`src/design/cel_pkg.sv`:
```
// package of shared types and constants for the circular event log
`default_nettype none
package cel_pkg;

  localparam int SLOTS_DEF   = 10;
  localparam int SLOTS_MAX   = 256;
  localparam int SLOT_W_MAX  = 8;
  localparam int IDX_W       = 4;
  localparam int TIME_W      = 64;
  localparam int GEAR_W      = 16;
  localparam int SPEED_W     = 16;
  localparam int RECORD_W    = TIME_W + GEAR_W + SPEED_W;
  localparam int COUNT_W     = 32;
  localparam int QUEUE_DEPTH = 2;

  localparam logic [1:0] KIND_STORE = 2'd0;
  localparam logic [1:0] KIND_READ  = 2'd1;
  localparam logic [1:0] KIND_CLEAR = 2'd2;

  localparam logic [COUNT_W-1:0] COUNT_MAX = '1;

  typedef enum logic [1:0] {
    OP_NONE  = 2'd0,
    OP_WRITE = 2'd1,
    OP_READ  = 2'd2
  } cel_op_t;

  typedef struct packed {
    cel_op_t                 op;
    logic [SLOT_W_MAX-1:0]   addr;
    logic                    entry_valid;
    logic [RECORD_W-1:0]     record;
    logic [COUNT_W-1:0]      count;
  } cel_cmd_t;

  typedef struct packed {
    logic     valid;
    cel_cmd_t cmd;
  } cel_push_t;

  typedef struct packed {
    logic full;
    logic empty;
  } cel_qstat_t;

endpackage
`default_nettype wire

```
`src/design/cel_if.sv`:
```
// handshake interfaces for the input and result channels
`default_nettype none
interface cel_in_if
  import cel_pkg::*;
();
  logic                valid;
  logic                ready;
  logic [1:0]          kind;
  logic [TIME_W-1:0]   time_text;
  logic [GEAR_W-1:0]   gear_text;
  logic [SPEED_W-1:0]  speed_text;
  logic [IDX_W-1:0]    entry_index;

  modport source (output valid, kind, time_text, gear_text, speed_text, entry_index,
                  input ready);
  modport sink   (input valid, kind, time_text, gear_text, speed_text, entry_index,
                  output ready);
endinterface

interface cel_out_if
  import cel_pkg::*;
();
  logic                valid;
  logic                ready;
  logic [TIME_W-1:0]   rec_time;
  logic [GEAR_W-1:0]   rec_gear;
  logic [SPEED_W-1:0]  rec_speed;
  logic                entry_valid;
  logic [COUNT_W-1:0]  logged_events;

  modport source (output valid, rec_time, rec_gear, rec_speed, entry_valid, logged_events,
                  input ready);
  modport sink   (input valid, rec_time, rec_gear, rec_speed, entry_valid, logged_events,
                  output ready);
endinterface
`default_nettype wire

```
`src/design/circular_event_log.sv`:
```
// Circular event log: keeps the last SLOTS records (time, gear and speed text) in a ring
// memory and answers one result beat per input beat: a store writes at the write slot, a
// read returns the entry counted from the oldest record with a valid flag, a clear empties
// the log; every result carries the saturating event count. One beat is accepted per cycle
// while the two-entry command queue has room; a result passes through the queue, the
// registered ram read and the output register, and holds there until out_ch.ready. The
// ram holds one record per slot and is not cleared; reads are only issued for held records.
`default_nettype none
module circular_event_log
  import cel_pkg::*;
#(
  parameter int SLOTS = SLOTS_DEF
) (
  input  wire logic  clk,
  input  wire logic  rst_n,
  cel_in_if.sink     in_ch,
  cel_out_if.source  out_ch
);

  cel_push_t  push;
  cel_qstat_t qstat;
  cel_cmd_t   head;
  logic       pop;

  cel_front #(
    .SLOTS (SLOTS)
  ) u_front (
    .clk   (clk),
    .rst_n (rst_n),
    .in_ch (in_ch),
    .qstat (qstat),
    .push  (push)
  );

  cel_queue u_queue (
    .clk   (clk),
    .rst_n (rst_n),
    .push  (push),
    .qstat (qstat),
    .pop   (pop),
    .head  (head)
  );

  cel_back #(
    .SLOTS (SLOTS)
  ) u_back (
    .clk    (clk),
    .rst_n  (rst_n),
    .qstat  (qstat),
    .head   (head),
    .pop    (pop),
    .out_ch (out_ch)
  );

endmodule
`default_nettype wire

```
`src/design/cel_ram.sv`:
```
// generic single write port ram with registered read
`default_nettype none
module cel_ram
  import cel_pkg::*;
#(
  parameter int WIDTH = RECORD_W,
  parameter int DEPTH = SLOTS_DEF
) (
  input  wire logic                     clk,
  input  wire logic                     we,
  input  wire logic [$clog2(DEPTH)-1:0] waddr,
  input  wire logic [WIDTH-1:0]         wdata,
  input  wire logic                     re,
  input  wire logic [$clog2(DEPTH)-1:0] raddr,
  output      logic [WIDTH-1:0]         rdata
);

  logic [WIDTH-1:0] mem_r [DEPTH];
  logic [WIDTH-1:0] rdata_r;

  always_ff @(posedge clk) begin
    if (we) begin
      mem_r[waddr] <= wdata;
    end
    if (re) begin
      rdata_r <= mem_r[raddr];
    end
  end

  assign rdata = rdata_r;

endmodule
`default_nettype wire

```
`src/design/cel_front.sv`:
```
// front end: accepts beats, keeps slot and count, classifies into commands
`default_nettype none
module cel_front
  import cel_pkg::*;
#(
  parameter int SLOTS = SLOTS_DEF
) (
  input  wire logic       clk,
  input  wire logic       rst_n,
  cel_in_if.sink          in_ch,
  input  wire cel_qstat_t qstat,
  output      cel_push_t  push
);

  localparam int SW = $clog2(SLOTS);
  localparam int AW = (SW > IDX_W) ? SW : IDX_W;
  localparam logic [COUNT_W-1:0] SLOTS_CNT = COUNT_W'(SLOTS);
  localparam logic [AW:0]        SLOTS_SUM = (AW + 1)'(SLOTS);
  localparam logic [SW-1:0]      LAST_SLOT = SW'(SLOTS - 1);

  logic [SW-1:0]      wslot_r, wslot_nxt;
  logic [COUNT_W-1:0] total_r, total_nxt;
  logic               accept;
  logic               ring_full;
  logic               idx_ok;
  logic [SW-1:0]      oldest;
  logic [AW:0]        sum;
  logic [AW:0]        rd_sum;
  cel_cmd_t           cmd;

  assign in_ch.ready = !qstat.full;
  assign accept      = in_ch.valid && in_ch.ready;
  assign ring_full   = total_r >= SLOTS_CNT;
  assign idx_ok      = (COUNT_W'(in_ch.entry_index) < total_r) &&
                       ((AW + 1)'(in_ch.entry_index) < SLOTS_SUM);
  assign oldest      = ring_full ? wslot_r : '0;
  assign sum         = (AW + 1)'(oldest) + (AW + 1)'(in_ch.entry_index);
  assign rd_sum      = (sum >= SLOTS_SUM) ? (sum - SLOTS_SUM) : sum;

  always_comb begin
    wslot_nxt       = wslot_r;
    total_nxt       = total_r;
    cmd.op          = OP_NONE;
    cmd.addr        = '0;
    cmd.entry_valid = 1'b0;
    cmd.record      = {in_ch.time_text, in_ch.gear_text, in_ch.speed_text};
    case (in_ch.kind)
      KIND_STORE: begin
        cmd.op    = OP_WRITE;
        cmd.addr  = SLOT_W_MAX'(wslot_r);
        wslot_nxt = (wslot_r == LAST_SLOT) ? '0 : wslot_r + SW'(1);
        total_nxt = (total_r == COUNT_MAX) ? total_r : total_r + COUNT_W'(1);
      end
      KIND_READ: begin
        if (idx_ok) begin
          cmd.op          = OP_READ;
          cmd.addr        = SLOT_W_MAX'(rd_sum[SW-1:0]);
          cmd.entry_valid = 1'b1;
        end
      end
      KIND_CLEAR: begin
        wslot_nxt = '0;
        total_nxt = '0;
      end
      default: begin
        cmd.op = OP_NONE;
      end
    endcase
    cmd.count = total_nxt;
  end

  always_ff @(posedge clk) begin
    if (!rst_n) begin
      wslot_r <= '0;
      total_r <= '0;
    end else if (accept) begin
      wslot_r <= wslot_nxt;
      total_r <= total_nxt;
    end
  end

  assign push.valid = accept;
  assign push.cmd   = cmd;

endmodule
`default_nettype wire

```
`src/design/cel_queue.sv`:
```
// short command queue between front and back end
`default_nettype none
module cel_queue
  import cel_pkg::*;
(
  input  wire logic      clk,
  input  wire logic      rst_n,
  input  wire cel_push_t push,
  output      cel_qstat_t qstat,
  input  wire logic      pop,
  output      cel_cmd_t  head
);

  localparam int QP_W = $clog2(QUEUE_DEPTH);
  localparam int QC_W = $clog2(QUEUE_DEPTH + 1);
  localparam logic [QC_W-1:0] Q_FULL = QC_W'(QUEUE_DEPTH);

  cel_cmd_t        q_r [QUEUE_DEPTH];
  logic [QP_W-1:0] wr_ptr_r, wr_ptr_nxt;
  logic [QP_W-1:0] rd_ptr_r, rd_ptr_nxt;
  logic [QC_W-1:0] count_r, count_nxt;

  assign qstat.full  = count_r == Q_FULL;
  assign qstat.empty = count_r == '0;
  assign head        = q_r[rd_ptr_r];

  always_comb begin
    wr_ptr_nxt = push.valid ? wr_ptr_r + QP_W'(1) : wr_ptr_r;
    rd_ptr_nxt = pop ? rd_ptr_r + QP_W'(1) : rd_ptr_r;
    count_nxt  = count_r;
    if (push.valid && !pop) begin
      count_nxt = count_r + QC_W'(1);
    end else if (pop && !push.valid) begin
      count_nxt = count_r - QC_W'(1);
    end
  end

  always_ff @(posedge clk) begin
    if (push.valid) begin
      q_r[wr_ptr_r] <= push.cmd;
    end
  end

  always_ff @(posedge clk) begin
    if (!rst_n) begin
      wr_ptr_r <= '0;
      rd_ptr_r <= '0;
      count_r  <= '0;
    end else begin
      wr_ptr_r <= wr_ptr_nxt;
      rd_ptr_r <= rd_ptr_nxt;
      count_r  <= count_nxt;
    end
  end

`ifndef ASSERT_OFF
  a_no_push_full: assert property (@(posedge clk) disable iff (!rst_n)
    push.valid |-> !qstat.full) else $error("push into full queue");
  a_no_pop_empty: assert property (@(posedge clk) disable iff (!rst_n)
    pop |-> !qstat.empty) else $error("pop from empty queue");
  a_count_up: assert property (@(posedge clk) disable iff (!rst_n)
    (push.valid && !pop) |=> count_r == $past(count_r) + QC_W'(1))
    else $error("queue count lost a push");
`endif

endmodule
`default_nettype wire

```
`src/design/cel_back.sv`:
```
// back end: carries out ram accesses and holds the result beat
`default_nettype none
module cel_back
  import cel_pkg::*;
#(
  parameter int SLOTS = SLOTS_DEF
) (
  input  wire logic       clk,
  input  wire logic       rst_n,
  input  wire cel_qstat_t qstat,
  input  wire cel_cmd_t   head,
  output      logic       pop,
  cel_out_if.source       out_ch
);

  localparam int SW = $clog2(SLOTS);

  logic                s1_valid_r;
  logic                s1_evalid_r;
  logic [COUNT_W-1:0]  s1_count_r;
  logic                s1_move;
  logic                out_valid_r;
  logic [TIME_W-1:0]   out_time_r;
  logic [GEAR_W-1:0]   out_gear_r;
  logic [SPEED_W-1:0]  out_speed_r;
  logic                out_evalid_r;
  logic [COUNT_W-1:0]  out_count_r;
  logic [RECORD_W-1:0] rdata;
  logic [RECORD_W-1:0] rec;
  logic                ram_we;
  logic                ram_re;

  assign s1_move = s1_valid_r && (!out_valid_r || out_ch.ready);
  assign pop     = !qstat.empty && (!s1_valid_r || s1_move);
  assign ram_we  = pop && (head.op == OP_WRITE);
  assign ram_re  = pop && (head.op == OP_READ);
  assign rec     = s1_evalid_r ? rdata : '0;

  cel_ram #(
    .WIDTH (RECORD_W),
    .DEPTH (SLOTS)
  ) u_ram (
    .clk   (clk),
    .we    (ram_we),
    .waddr (head.addr[SW-1:0]),
    .wdata (head.record),
    .re    (ram_re),
    .raddr (head.addr[SW-1:0]),
    .rdata (rdata)
  );

  always_ff @(posedge clk) begin
    if (!rst_n) begin
      s1_valid_r  <= 1'b0;
      out_valid_r <= 1'b0;
    end else begin
      if (pop) begin
        s1_valid_r <= 1'b1;
      end else if (s1_move) begin
        s1_valid_r <= 1'b0;
      end
      if (s1_move) begin
        out_valid_r <= 1'b1;
      end else if (out_ch.ready) begin
        out_valid_r <= 1'b0;
      end
    end
  end

  always_ff @(posedge clk) begin
    if (pop) begin
      s1_evalid_r <= head.entry_valid;
      s1_count_r  <= head.count;
    end
    if (s1_move) begin
      out_time_r   <= rec[RECORD_W-1 -: TIME_W];
      out_gear_r   <= rec[SPEED_W +: GEAR_W];
      out_speed_r  <= rec[SPEED_W-1:0];
      out_evalid_r <= s1_evalid_r;
      out_count_r  <= s1_count_r;
    end
  end

  assign out_ch.valid         = out_valid_r;
  assign out_ch.rec_time      = out_time_r;
  assign out_ch.rec_gear      = out_gear_r;
  assign out_ch.rec_speed     = out_speed_r;
  assign out_ch.entry_valid   = out_evalid_r;
  assign out_ch.logged_events = out_count_r;

endmodule
`default_nettype wire

```
`src/flat_wrapper.sv`:
```
// flat-port wrapper written by rule: the top's interface ports become plain ports
module circular_event_log_flat import cel_pkg::*;
#(
  parameter int SLOTS = SLOTS_DEF
)
  (clk, rst_n, in_ch_valid, in_ch_kind, in_ch_time_text, in_ch_gear_text, in_ch_speed_text, in_ch_entry_index, in_ch_ready, out_ch_valid, out_ch_rec_time, out_ch_rec_gear, out_ch_rec_speed, out_ch_entry_valid, out_ch_logged_events, out_ch_ready);
  cel_in_if in_ch_i ();
  cel_out_if out_ch_i ();
  input  wire logic clk;
  input  wire logic rst_n;
  input wire logic [$bits(in_ch_i.valid)-1:0] in_ch_valid;
  input wire logic [$bits(in_ch_i.kind)-1:0] in_ch_kind;
  input wire logic [$bits(in_ch_i.time_text)-1:0] in_ch_time_text;
  input wire logic [$bits(in_ch_i.gear_text)-1:0] in_ch_gear_text;
  input wire logic [$bits(in_ch_i.speed_text)-1:0] in_ch_speed_text;
  input wire logic [$bits(in_ch_i.entry_index)-1:0] in_ch_entry_index;
  output wire logic [$bits(in_ch_i.ready)-1:0] in_ch_ready;
  output wire logic [$bits(out_ch_i.valid)-1:0] out_ch_valid;
  output wire logic [$bits(out_ch_i.rec_time)-1:0] out_ch_rec_time;
  output wire logic [$bits(out_ch_i.rec_gear)-1:0] out_ch_rec_gear;
  output wire logic [$bits(out_ch_i.rec_speed)-1:0] out_ch_rec_speed;
  output wire logic [$bits(out_ch_i.entry_valid)-1:0] out_ch_entry_valid;
  output wire logic [$bits(out_ch_i.logged_events)-1:0] out_ch_logged_events;
  input wire logic [$bits(out_ch_i.ready)-1:0] out_ch_ready;
  assign in_ch_i.valid = in_ch_valid;
  assign in_ch_i.kind = in_ch_kind;
  assign in_ch_i.time_text = in_ch_time_text;
  assign in_ch_i.gear_text = in_ch_gear_text;
  assign in_ch_i.speed_text = in_ch_speed_text;
  assign in_ch_i.entry_index = in_ch_entry_index;
  assign in_ch_ready = in_ch_i.ready;
  assign out_ch_valid = out_ch_i.valid;
  assign out_ch_rec_time = out_ch_i.rec_time;
  assign out_ch_rec_gear = out_ch_i.rec_gear;
  assign out_ch_rec_speed = out_ch_i.rec_speed;
  assign out_ch_entry_valid = out_ch_i.entry_valid;
  assign out_ch_logged_events = out_ch_i.logged_events;
  assign out_ch_i.ready = out_ch_ready;
  circular_event_log #(.SLOTS(SLOTS)) u_core (.clk(clk), .rst_n(rst_n), .in_ch(in_ch_i), .out_ch(out_ch_i));
endmodule
```
`config.mk`:
```
export PLATFORM = sky130hd
export DESIGN_NAME = circular_event_log_flat
export DESIGN_NICKNAME = d
export VERILOG_FILES = /design/src/design/cel_pkg.sv /design/src/design/cel_if.sv /design/src/design/circular_event_log.sv /design/src/design/cel_ram.sv /design/src/design/cel_front.sv /design/src/design/cel_queue.sv /design/src/design/cel_back.sv /design/src/flat_wrapper.sv
export SDC_FILE = /design/constraint.sdc
export NUM_CORES = 2
export LEC_CHECK = 0
export ABC_AREA = 1
export BUFFER_PORTS_ARGS = -buffer_cell sky130_fd_sc_hd__buf_4
export CAP_MARGIN = 20
export CORE_MARGIN = 4
export CORE_UTILIZATION = 60
export DETAILED_ROUTE_END_ITERATION = 8
export PLACE_DENSITY = 0.79
export SETUP_SLACK_MARGIN = 0.05
export SLEW_MARGIN = 20
export SYNTH_ARGS = -nofsm -noshare
export SYNTH_HDL_FRONTEND = slang
export SYNTH_SLANG_ARGS = --single-unit
```
`constraint.sdc`:
```
create_clock -name clk -period 11.38 [get_ports clk]
set_input_delay 0 -clock clk [delete_from_list [all_inputs] [get_ports clk]]
set_output_delay 0 -clock clk [all_outputs]
set_load 0.02 [all_outputs]
```
Yosys cells after proc, flatten, opt, wreduce, memory -nomap -nowiden
Memories as Yosys holds them, arrays and structs flattened. A register that Yosys moved wholly into a read port is not among the register bits.
Cells that the tools add are included.
{ "word_totals": {"mem_bits_rw": 1238, "register_bits": 204, "inputBits": 106, "memories": 2, "out_inout_bits": 131, "elab_cells": 80} }
{ "mem_list": {"columns": ["memory", "depth", "word_bits", "read_ports", "rd_ports_with_merged_regs", "write_ports", "line", "rtl"], "rows": [
  ["u_core.u_back.u_ram.mem_r", 10, 96, 1, 1, 1, "cel_ram.sv:18", "logic [WIDTH-1:0] mem_r [DEPTH];"],
  ["u_core.u_queue.q_r", 2, 139, 1, 1, 1, "cel_queue.sv:18", "cel_cmd_t q_r [QUEUE_DEPTH];"]
]} }
{ "op_classes": {"eq_ne": 7, "mux": 22, "n_addsub": 8, "n_reduce_logical": 23, "magnitude_cmp": 4} }
{ "ops": {"columns": ["operator", "count"], "rows": [
  ["32-bit case mux with 2 select lines", 1],
  ["32-bit by 1-bit adder with 32-bit output (second input constant)", 1],
  ["32-bit == test (second input constant)", 1],
  ["32-bit by 4-bit greater-or-equal comparator with 1-bit output (second input constant)", 1],
  ["4-bit by 32-bit less-than comparator with 1-bit output", 1],
  ["32-bit two-way mux", 1],
  ["8-bit case mux with 2 select lines", 1],
  ["4-bit two-way mux", 3],
  ["1-bit two-way mux", 11],
  ["11-bit two-way mux", 1],
  ["1-bit logical AND", 8],
  ["4-bit case mux with 2 select lines", 1],
  ["2-bit nonzero test", 4],
  ["2-bit == test (second input constant)", 3],
  ["1-bit zero test", 6],
  ["4-bit by 4-bit adder with 5-bit output", 1],
  ["5-bit by 4-bit greater-or-equal comparator with 1-bit output (second input constant)", 1],
  ["4-bit by 1-bit adder with 4-bit output (second input constant)", 1],
  ["2-bit by 1-bit == test with 1-bit output (second input constant)", 2],
  ["4-bit == test (second input constant)", 1],
  ["2-bit zero test", 2],
  ["4-bit less-than comparator (second input constant)", 1],
  ["2-bit two-way mux", 2],
  ["2-bit case mux with 2 select lines", 1],
  ["6 further kinds", 8]
]} }

Longest topological paths before layout
{ "logic_depth": {"depth_word": 8, "depth_mapped": 18, "ltp_nobuf": 18} }

By module
Synthesis repeated with hierarchy kept, for this count alone.
{ "hier_totals": {"cells_unflattened": 5362, "area_unflattened_um2": 63552.2} }
{ "by_module_without_submodules": {"columns": ["mod", "seq_area_each_um2", "cells_per_inst", "area_per_inst_um2", "instances"], "rows": [
  ["cel_ram", 31710.4, 3768, 43131.4, 1],
  ["cel_queue", 8448.1, 467, 10289.9, 1],
  ["cel_back", 4904.7, 383, 5810.6, 1],
  ["cel_front", 720.7, 744, 4320.4, 1]
]} }

Least setup slack after synthesis
No wires, ideal clock.
{ "synth_path": {"path_kind": "reg-to-reg", "start": "memory u_core.u_queue.q_r[0][129] in the netlist's numbering", "end": "memory u_core.u_back.u_ram.mem_r[6][0] in the netlist's numbering (enable)", "t_required_ns": 10.711, "stages_incl_launch_ff": 8, "period_less_slack_ns": 8.522, "n_path_buf": 2, "path_slack_ns": 2.858, "setup_ns": 0.669, "t_arrival_ns": 7.854, "cell_sequence": "edfxtp_1 > o21ai_2 > inv_2 > nor2_2 > buf_2 > buf_2 > inv_1 > nor3_1"} }
{ "synth_rtl": {"columns": ["element", "line"], "rows": [
  ["start, declared", "cel_queue.sv:18"],
  ["end, declared", "cel_ram.sv:18"]
]} }

==> key figures <==
Yosys
  – Synthesized area per cell: 15.0 um2
  – Synth cell types: 32
  – Yosys warnings: 0
  – Post-Syn Area: 0.0573 mm2
  – Seq/Total Area, Yosys: 79.3%
  – Post-Synthesis Cells: 3,822
  – Area share of the largest cell type after synthesis: 77.8%
  – Ys async rst share: 0%
  – Top cells by area, synth: edfxtp_1 (78%), a22oi_1 (5.0%), nand2_1 (4.7%)
  – Post-synth EDFFs: 1,486
  – Area leader, netlist: edfxtp_1
  – Ys flop type: edfxtp_1
  – Synth top cells by count: edfxtp_1 (1,486), nand2_1 (722), a22oi_1 (384)
  – Syn nets: 3,942
  – Flops & latches, synth: 1,529
  – Most common cell in the netlist: edfxtp_1

Drt
  – DRC violation count after routing: 0
  – Antenna viol nets, final: 0
  – DR iter-0 viols: 3,802
  – Post-DR vias/cell: 5.99
  – Drt pass-1 iters: 8
  – Total wire length: 134,000 um
  – Mean routed wirelength per cell: 23.6 um
  – Vias: 33,884

Finish
  – Ant. Diodes: 0
  – Multi-input logic area: 0.0104 mm2
  – Final Instance Area: 0.0671 mm2
  – Area Growth Syn to Fin: 17.1%
  – Fillers: 5,720
  – Core Util, Final: 70.8%
  – Sequential cell area: 0.0455 mm2
  – Nets: 4,396
  – Non-Filler Instances: 5,656
  – Share of cells above drive strength 1: 15.1%

GRT
  – Antenna violations before repair: 2
  – Pin count of the biggest net entering global routing: 193
  – GRT Total Usage: 26.6%
  – GR Overflow Total: 0
  – First-pass GRT wire length: 201,000 um
  – Vias in the first global route: 34,376

Run
  – MaxCap Viol Count: 0

Floorplanning
  – Boundary Pins: 237
  – Core box area: 0.0949 mm2
  – # rows: 113
  – Die ar.: 0.101 mm2
  – Initial Util: 60.4%
  – Die height: 317 um
  – Die width: 317 um

Timing
  – Slew Viols, Final: 0
  – Final hold violations: 0
  – Fmax: 205 MHz
  – Worst-margin pin slew: 1.13 ns
  – Clk_skew: 0.0285 ns
  – Worst setup margin: 6.51 ns
  – Fin crit share: 42.8%
  – Setup_tns: 0 ns
  – RSZ-0062 raised after global routing: no
  – Period minus WS final: 4.87 ns
  – Final Setup Violations: 0
  – Max-slew headroom: 24.9%
  – Hold Slack: 0.0323 ns

Worst setup path
  – Worst setup SP type: register
  – Worst path cell trace: nand2_1 -> o21ai_4 -> clkinv_2 -> nor2_4 -> nand2_1 -> nor2_4 -> buf_4 -> buf_4
  – Crit path arrival time: 5.23 ns
  – CP max stage cell: dfxtp_4
  – CP required: 11.74 ns
  – Critical Path Sink Type: register
  – Critical path buffers and inverters: 3
  – Crit-path max FO: 48
  – CP peak stage delay: 0.78 ns
  – Crit path max-delay family: buffers and inverters
  – Critical path class: reg2reg

CTS
  – CTS clk-pin slew, worst paths: 0.06 ns
  – Worst skew pair latency: 0.75 ns
  – CTS Buf Count: 147
  – H-tree levels: 4
  – Clock sinks: 1,529
  – Clock Tree Root: clkbuf_16
  – CTS tree: done
  – Clk buf depth: 3

Power
  – Lkg Pwr: 24.0 nW
  – PnR Total Power: 16.6 mW
  – Pwr per Cell Area: 248 mW/mm2
  – Peak supply drop: 0.000285 V

Min path
  – Worst Hold Class: in2reg

Placed design
  – GP Congestion: 0.899
  – Placed instance count: 5,200
  – Post-DP HPWL: 69,200 um
  – Input/output buffers: 236
  – Area after DPL: 0.0605 mm2
  – Worst slack, placed: 6.62 ns

Outcome
  – Status: finished clean
[worst reg2reg max path, cell delays in order (launching register included)]
cell and delay, ns:
dfxtp_4 0.78, nand2_1 0.24, o21ai_4 0.12, clkinv_2 0.75
nor2_4 0.33, nand2_1 0.23, nor2_4 0.65, buf_4 0.65
buf_4 0.69
[area by class of cell]
| class | count | area share, % |
|---|---|---|
| clock buffers | 183 | 5.92 |
| clock inverters | 81 | 1.10 |
| repair buffers | 485 | 6.21 |
| multi-input cells | 1915 | 15.6 |
| flip-flops and latches | 1529 | 67.8 |
| inverters | 198 | 1.11 |
| well taps | 1265 | 2.36 |
[where the power goes]
group	total [mW]	switching, mW	internal [mW]
combinational	4.20	2.97	1.22
clock	4.77	2.04	2.73
sequential	7.68	0.256	7.42
[final timing paths]
path | startpoint | to | slack [ns] | cells past startpoint
worst max-delay path | register | u_core.u_back.u_ram.mem_r[4][29] | 6.51 | 8
worst min-delay path | in_ch_time_text[48] | u_core.u_queue.q_r[0][112] | 0.03 | 2
worst max register to register | register | u_core.u_back.u_ram.mem_r[4][29] | 6.51 | 8
worst min register to register | u_core.u_back.s1_count_r[30] | u_core.u_back.out_ch.logged_events[30] | 0.42 | 0
[kinds of logic (layout without fill, tap and decap cells)]
kind of cell / after synthesis / count (layout) / share of synthesized area, %
adders and majority gates: 14 / 14 / 0.319
xor gates and xnor gates: 6 / 6 / 0.0917
muxes: 130 / 130 / 2.55
buffers and inverters: 378 / 947 / 2.72
and+or+nand+nor: 1189 / 1189 / 8.24
DFF: 1529 / 1529 / 79.3
AOI/OAI and AO/OA: 576 / 576 / 6.75
[cells in the final DEF (no fill, tap or decap), types with 2 or more instances in the layout]
cell type / instances
clkinv_8: 3
inv_2: 4
clkinvlp_4: 5
inv_1: 191
buf_12: 2
xor2_1: 5
clkbuf_1: 28
nor2_2: 2
bufinv_16: 11
nand3_1: 168
clkinv_1: 35
dlygate4sd3_1: 191
or2_2: 2
inv_6: 2
dfxtp_1: 42
a21oi_1: 45
nor2_4: 16
clkinv_2: 25
buf_4: 290
mux2i_1: 2
nand2_1: 722
o21ai_0: 123
nand4_1: 6
o21a_1: 2
nor3_1: 4
mux2_2: 128
nor2_1: 263
edfxtp_1: 1486
nor3_2: 4
clkbuf_16: 154
a22oi_1: 384
o21ai_4: 2
ha_1: 13
o21ai_2: 2
o21ai_1: 15
inv_16: 3
[layer usage]
layer | GRT usage (%) | share of wire (%) | wire length [um] | vias up
li1 | - | - | - | 14984
met1 | 35.0 | 38 | 50300 | 16731
met2 | 45.3 | 50 | 67000 | 1882
met3 | 4.67 | 9.1 | 12200 | 287
met4 | 9.49 | 3.0 | 3990 | 0
met5 | 0 | 0 | 0 | -
[timing repair]
| action | in CTS | in global routing |
|---|---|---|
| setup buffers | 0 | 0 |
| hold endpoints to repair | 309 | 0 |
| hold buffers | 191 | 0 |
| resized for setup | 0 | 0 |
[registers in the layout (all words and copies together) (netlist names), 4 cells and up, named ones only]
signal	cells
u_core.u_back.out_ch.rec_time	64
u_core.u_queue.q_r	268
u_core.u_front.total_r	32
u_core.u_back.out_ch.rec_gear	16
u_core.u_back.u_ram.rdata	96
u_core.u_back.s1_count_r	32
u_core.u_back.out_ch.rec_speed	16
u_core.u_back.out_ch.logged_events	32
u_core.u_front.wslot_r	4
u_core.u_back.u_ram.mem_r	960
Power figures use the tool's default switching activity.
